$ cat src/chte_pkg.sv
// package: shared types and constants for the chained hash table engine
`timescale 1ns / 1ps
package chte_pkg;

   localparam int DEF_NUM_BUCKETS  = 256;
   localparam int DEF_POOL_ENTRIES = 256;
   localparam int DEF_KEY_BITS     = 64;
   localparam int DEF_VALUE_BITS   = 32;

   localparam int FUNC_W   = 2;
   localparam int KEY_W    = 64;
   localparam int VALUE_W  = 32;
   localparam int STATUS_W = 2;

   typedef enum logic [1:0] {
      FUNC_GET    = 2'd0,
      FUNC_SET    = 2'd1,
      FUNC_REMOVE = 2'd2,
      FUNC_NOP    = 2'd3
   } func_type;

   typedef enum logic [1:0] {
      STAT_HIT  = 2'd0,
      STAT_MISS = 2'd1,
      STAT_FULL = 2'd2,
      STAT_RSVD = 2'd3
   } status_type;

   typedef enum logic [3:0] {
      ST_INIT,
      ST_IDLE,
      ST_HEAD,
      ST_READ,
      ST_CHECK,
      ST_ALLOC,
      ST_INSERT,
      ST_UNLINK,
      ST_RESP
   } state_type;

   // controller to datapath
   typedef struct packed {
      logic init_step;   // write one init row
      logic load;        // capture request
      logic head_rd;     // read bucket head
      logic ent_rd;      // read entry at cur
      logic advance;     // cur <= next, prev <= cur
      logic upd_value;   // replace value at cur
      logic alloc;       // pop free list, write new entry, set head
      logic unlink;      // unlink cur, push on free list
      logic set_hit;     // status hit, value from entry
      logic set_hit0;    // status hit, value zero
      logic set_full;    // status full
   } cmd_type;

   // datapath to controller
   typedef struct packed {
      logic   init_done;
      logic   cur_valid;
      logic   key_match;
      logic   val_match;
      logic   free_valid;
      logic   steps_done;
      logic [1:0] func;
   } sts_type;

endpackage

$ cat src/chte_ctrl.sv
// controller: sequences init sweep, chain walk and table updates
`timescale 1ns / 1ps
module chte_ctrl (
   input  logic               clock,
   input  logic               reset,
   input  logic               req_valid,
   output logic               req_ready,
   output logic               rsp_valid,
   input  logic               rsp_ready,
   input  chte_pkg::sts_type  sts,
   output chte_pkg::cmd_type  cmd
);
   import chte_pkg::*;

   state_type state_ff, state_in;

   // state register
   always_ff @(posedge clock) begin
      if (reset) state_ff <= ST_INIT;
      else       state_ff <= state_in;
   end

   // next state
   always_comb begin
      state_in = state_ff;
      case (state_ff)
         ST_INIT:  if (sts.init_done) state_in = ST_IDLE;
         ST_IDLE:  if (req_valid) state_in = ST_HEAD;
         ST_HEAD:  begin
            if (sts.func == FUNC_NOP) state_in = ST_RESP;
            else                      state_in = ST_READ;
         end
         ST_READ:  begin
            if (!sts.cur_valid || sts.steps_done) begin
               if (sts.func == FUNC_SET) state_in = ST_ALLOC;
               else                      state_in = ST_RESP;
            end else begin
               state_in = ST_CHECK;
            end
         end
         ST_CHECK: begin
            if (sts.func == FUNC_REMOVE) begin
               state_in = sts.val_match ? ST_UNLINK : ST_READ;
            end else begin
               state_in = sts.key_match ? ST_RESP : ST_READ;
            end
         end
         ST_ALLOC: state_in = sts.free_valid ? ST_INSERT : ST_RESP;
         ST_INSERT: state_in = ST_RESP;
         ST_UNLINK: state_in = ST_RESP;
         ST_RESP:  if (rsp_ready) state_in = ST_IDLE;
         default:  state_in = ST_IDLE;
      endcase
   end

   // outputs
   always_comb begin
      cmd       = '0;
      req_ready = 1'b0;
      rsp_valid = 1'b0;
      case (state_ff)
         ST_INIT:  cmd.init_step = 1'b1;
         ST_IDLE:  begin
            req_ready = 1'b1;
            cmd.load  = req_valid;
         end
         ST_HEAD:  cmd.head_rd = 1'b1;
         ST_READ:  cmd.ent_rd = sts.cur_valid && !sts.steps_done;
         ST_CHECK: begin
            if (sts.func == FUNC_REMOVE) begin
               cmd.advance = !sts.val_match;
            end else if (sts.key_match) begin
               cmd.set_hit   = 1'b1;
               cmd.upd_value = (sts.func == FUNC_SET);
            end else begin
               cmd.advance = 1'b1;
            end
         end
         ST_ALLOC: cmd.set_full = !sts.free_valid;
         ST_INSERT: cmd.alloc = 1'b1;
         ST_UNLINK: begin
            cmd.unlink   = 1'b1;
            cmd.set_hit0 = 1'b1;
         end
         ST_RESP:  rsp_valid = 1'b1;
         default:  ;
      endcase
   end
endmodule

$ cat config.mk
export PLATFORM = sky130hd
export DESIGN_NAME = chte_ctrl
export DESIGN_NICKNAME = d
export VERILOG_FILES = /design/src/chte_pkg.sv /design/src/chte_ctrl.sv
export SDC_FILE = /design/constraint.sdc
export NUM_CORES = 1
export LEC_CHECK = 0
export BUFFER_PORTS_ARGS = -buffer_cell sky130_fd_sc_hd__buf_4
export CAP_MARGIN = 20
export CORE_AREA = 4 4 41 43
export CTS_CLUSTER_DIAMETER = 40
export DETAILED_ROUTE_END_ITERATION = 8
export DIE_AREA = 0 0 45 47
export GPL_ROUTABILITY_DRIVEN = 0
export PLACE_DENSITY = 0.65
export SYNTH_ARGS = -nofsm -noshare
export SYNTH_HDL_FRONTEND = slang
export SYNTH_SLANG_ARGS = --single-unit
$ cat constraint.sdc
create_clock -name clock -period 3.1 [get_ports clock]
set_clock_uncertainty 0.05 [all_clocks]
set_input_delay 0.465 -clock clock [delete_from_list [all_inputs] [get_ports clock]]
set_output_delay 0.465 -clock clock [all_outputs]
set_load 0.01 [all_outputs]
==> summary.txt <==
WS Path Type = reg -> out
clock share of power = 0.378
synth cell count leaders = nor2_1 (7), a21oi_1 (6), nand2_1 (6), nor3_1 (5)
CTS root buf = clkbuf_4
Post-Syn Nets = 77
pre-CTS WS = 1.25 ns
Synth Area per Inst = 7.22 µm²
PwrDens = 251 nW/µm²
DR WL/cell = 12.5 µm
beginning of the worst hold path = reset
antenna viol nets, final = 0
CTS hold repair buffers = 0
internal power = 0.120 mW
peak supply drop = 243 µV
H-tree depth = 1
vias in the first global route = 516
Top Registers = state_ff: 4 flops
Net Sw Frac = 0.276
max FFs per register = 4
Setup violations, final = 0
grt total ovfl = 0
largest net degree at the start of global routing = 16
Core Box Area = 1300 µm²
placement row count = 13
total wire length = 1280 µm
CTS clk-pin slew, worst paths = 0.04 ns
Combinational Power Share = 0.254
Hold EP = state_ff[3]
PnR worst setup slack = 0.985 ns
Primary FF master, synth = dfxtp_1
worst reg2reg endpoint = state_ff[1]
worst r2r src = state_ff[1]
Final Slew Violations = 0
status = completed
Final nets = 101
async set or reset register ratio after synthesis = 0
io pins = 25
fin crit share = 0.682
EDFF count, synth = 0
Layout area overhead = 40.3%
drt pass-1 iters = 4
post-layout util = 0.506
initial antenna violation count = 0
final setup TNS = 0 ns
Initial Utilization = 0.361
Die Y = 47 µm
postcts setup bufs = 0
top cell type's share of synthesized area = 0.171
initial DRC count = 11
DP HPWL = 977 µm
n_diodes = 0
Total GRT Usage = 0.141
Skew-Pair Late Insertion Delay = 0.23 ns
Synth Instances = 65
Inst Count DP = 99
P_leak = 0.285 nW
Final Hold Viols = 0
largest cells by area after synthesis = dfxtp_1 (17%), a21oi_1 (6.4%), nor2_1 (5.6%), nand2b_1 (5.3%), nor3_1 (5.3%)
Required @ worst endpoint = 2.58 ns
CP Capture Type = output port
Worst R2R Path Depth = 4
distinct cell type count after synthesis = 34
Seq/Total Area, Yosys = 0.171
relative slew slack = 0.631
reg2reg setup slack = 1.56 ns
most numerous cell in the Yosys netlist = nor2_1
Chip Width = 45 µm
Critical Path Source Type = flip-flop
Slew @ Worst Pin = 0.553 ns
I/O Buffers = 24
Seq pwr share = 0.368
CP arrival = 1.60 ns
clock buffer depth = 2
maximum operating frequency = 0.473 GHz
Hold Path Depth = 2
Post-CTS Resized = 0
crit path max fanout = 15
#FFs+latches synth = 4
via/cell ratio = 5.37
Cell Area, Synth = 469 µm²
post-route insts no fill = 102
Die Area = 2120 µm²
CTS tree = built
drt drc = 0
Clock Sinks = 4
clock buffer count from CTS = 3
Maximum Capacitance Violations = 0
Most flops, register = state_ff
minimum clock period = 2.11 ns
area leader, netlist = dfxtp_1
Synthesis Warnings = 0
RSZ-0062 raised after global routing = no
fraction of layout instances using a drive strength above 1 = 0.379
total vias in the final route = 548
Tightest Hold Check Type = in -> reg
Psw = 0.0456 mW
first-pass GRT wire length = 2210 µm
per-layer routing:
metal	vias up	GRT usage	wire length, µm	part of all wire
met2	10	0.215	653	0.51
met4	0	0.0702	0	0
met1	254	0.189	575	0.45
met3	0	0.0268	51	0.040
met5	-	0	0	0
li1	284	-	-	-
cell families (layout without fill, tap and decap cells):
kind of cell | count (synthesis) | after routing | share of synthesized area
mux | 1 | 1 | 0.0240
buf+inv | 8 | 30 | 0.0933
compound gates | 16 | 16 | 0.229
simple gates | 36 | 36 | 0.483
flops | 4 | 4 | 0.171
stage by stage:
step | total power, mW | hold WS (ns) | area [µm²]
6_report | 0.165 | 0.363 | 658
5_1_grt | 0.180 | 0.357 | 658
4_1_cts | 0.170 | 0.353 | 658
3_5_place_dp | 0.103 | 0.601 | 636
3_3_place_gp | 0.103 | 0.601 | 636
2_1_floorplan | 0.0806 | 0.477 | 469
cells in the final DEF, fill, tap and decap left out:
| master | count |
|---|---|
| a211oi_1 | 1 |
| a21oi_1 | 6 |
| a21oi_2 | 1 |
| a311oi_1 | 1 |
| a32oi_1 | 1 |
| a41oi_1 | 1 |
| and2_1 | 1 |
| and3_1 | 1 |
| and4b_1 | 1 |
| and4bb_1 | 1 |
| buf_4 | 24 |
| clkbuf_4 | 3 |
| dfxtp_1 | 4 |
| inv_1 | 2 |
| inv_2 | 1 |
| mux2_2 | 1 |
| nand2_1 | 6 |
| nand2b_1 | 4 |
| nand2b_4 | 1 |
| nand3_1 | 1 |
| nor2_1 | 7 |
| nor2b_1 | 1 |
| nor3_1 | 5 |
| nor3b_2 | 1 |
| nor4_1 | 4 |
| nor4b_4 | 1 |
| o21ai_0 | 1 |
| o21ai_1 | 1 |
| o21bai_1 | 1 |
| o31ai_1 | 1 |
| o32a_1 | 1 |
| or2_1 | 1 |
area by class of cell:
cell class,instances,area [µm²]
Fill cell,136,643
Inverter,3,11.3
Clock buffer,3,22.5
Sequential cell,4,80.1
Timing Repair Buffer,24,180
Multi-Input combinational cell,53,345
Tap cell,15,18.8
worst max-delay path by stage:
stage	startpoint	endpoint	slack, ns
4_1_cts	state_ff[0]	cmd[9]	0.99
2_1_floorplan	state_ff[3]	cmd[9]	1.42
3_5_place_dp	state_ff[0]	cmd[9]	1.25
5_1_grt	state_ff[0]	cmd[9]	0.77
3_3_place_gp	state_ff[0]	cmd[9]	1.28
6_report	state_ff[0]	cmd[9]	0.99
power groups by stage:
stage	Sequential (mW)	Combinational (mW)	Clock, mW
global placement	0.0613	0.0414	0
global route	0.0618	0.0464	0.0722
finish	0.0609	0.0419	0.0624
floorplan	0.0570	0.0235	0
detailed placement	0.0614	0.0418	0
CTS	0.0606	0.0420	0.0673
worst max-delay path, cell delays in order (launching register included):
cell and delay [ns]:
dfxtp_1 0.63, nand2_1 0.24, nor3_1 0.23, and2_1 0.16, buf_4 0.11
No activity file was read; power rests on OpenSTA's default activity.
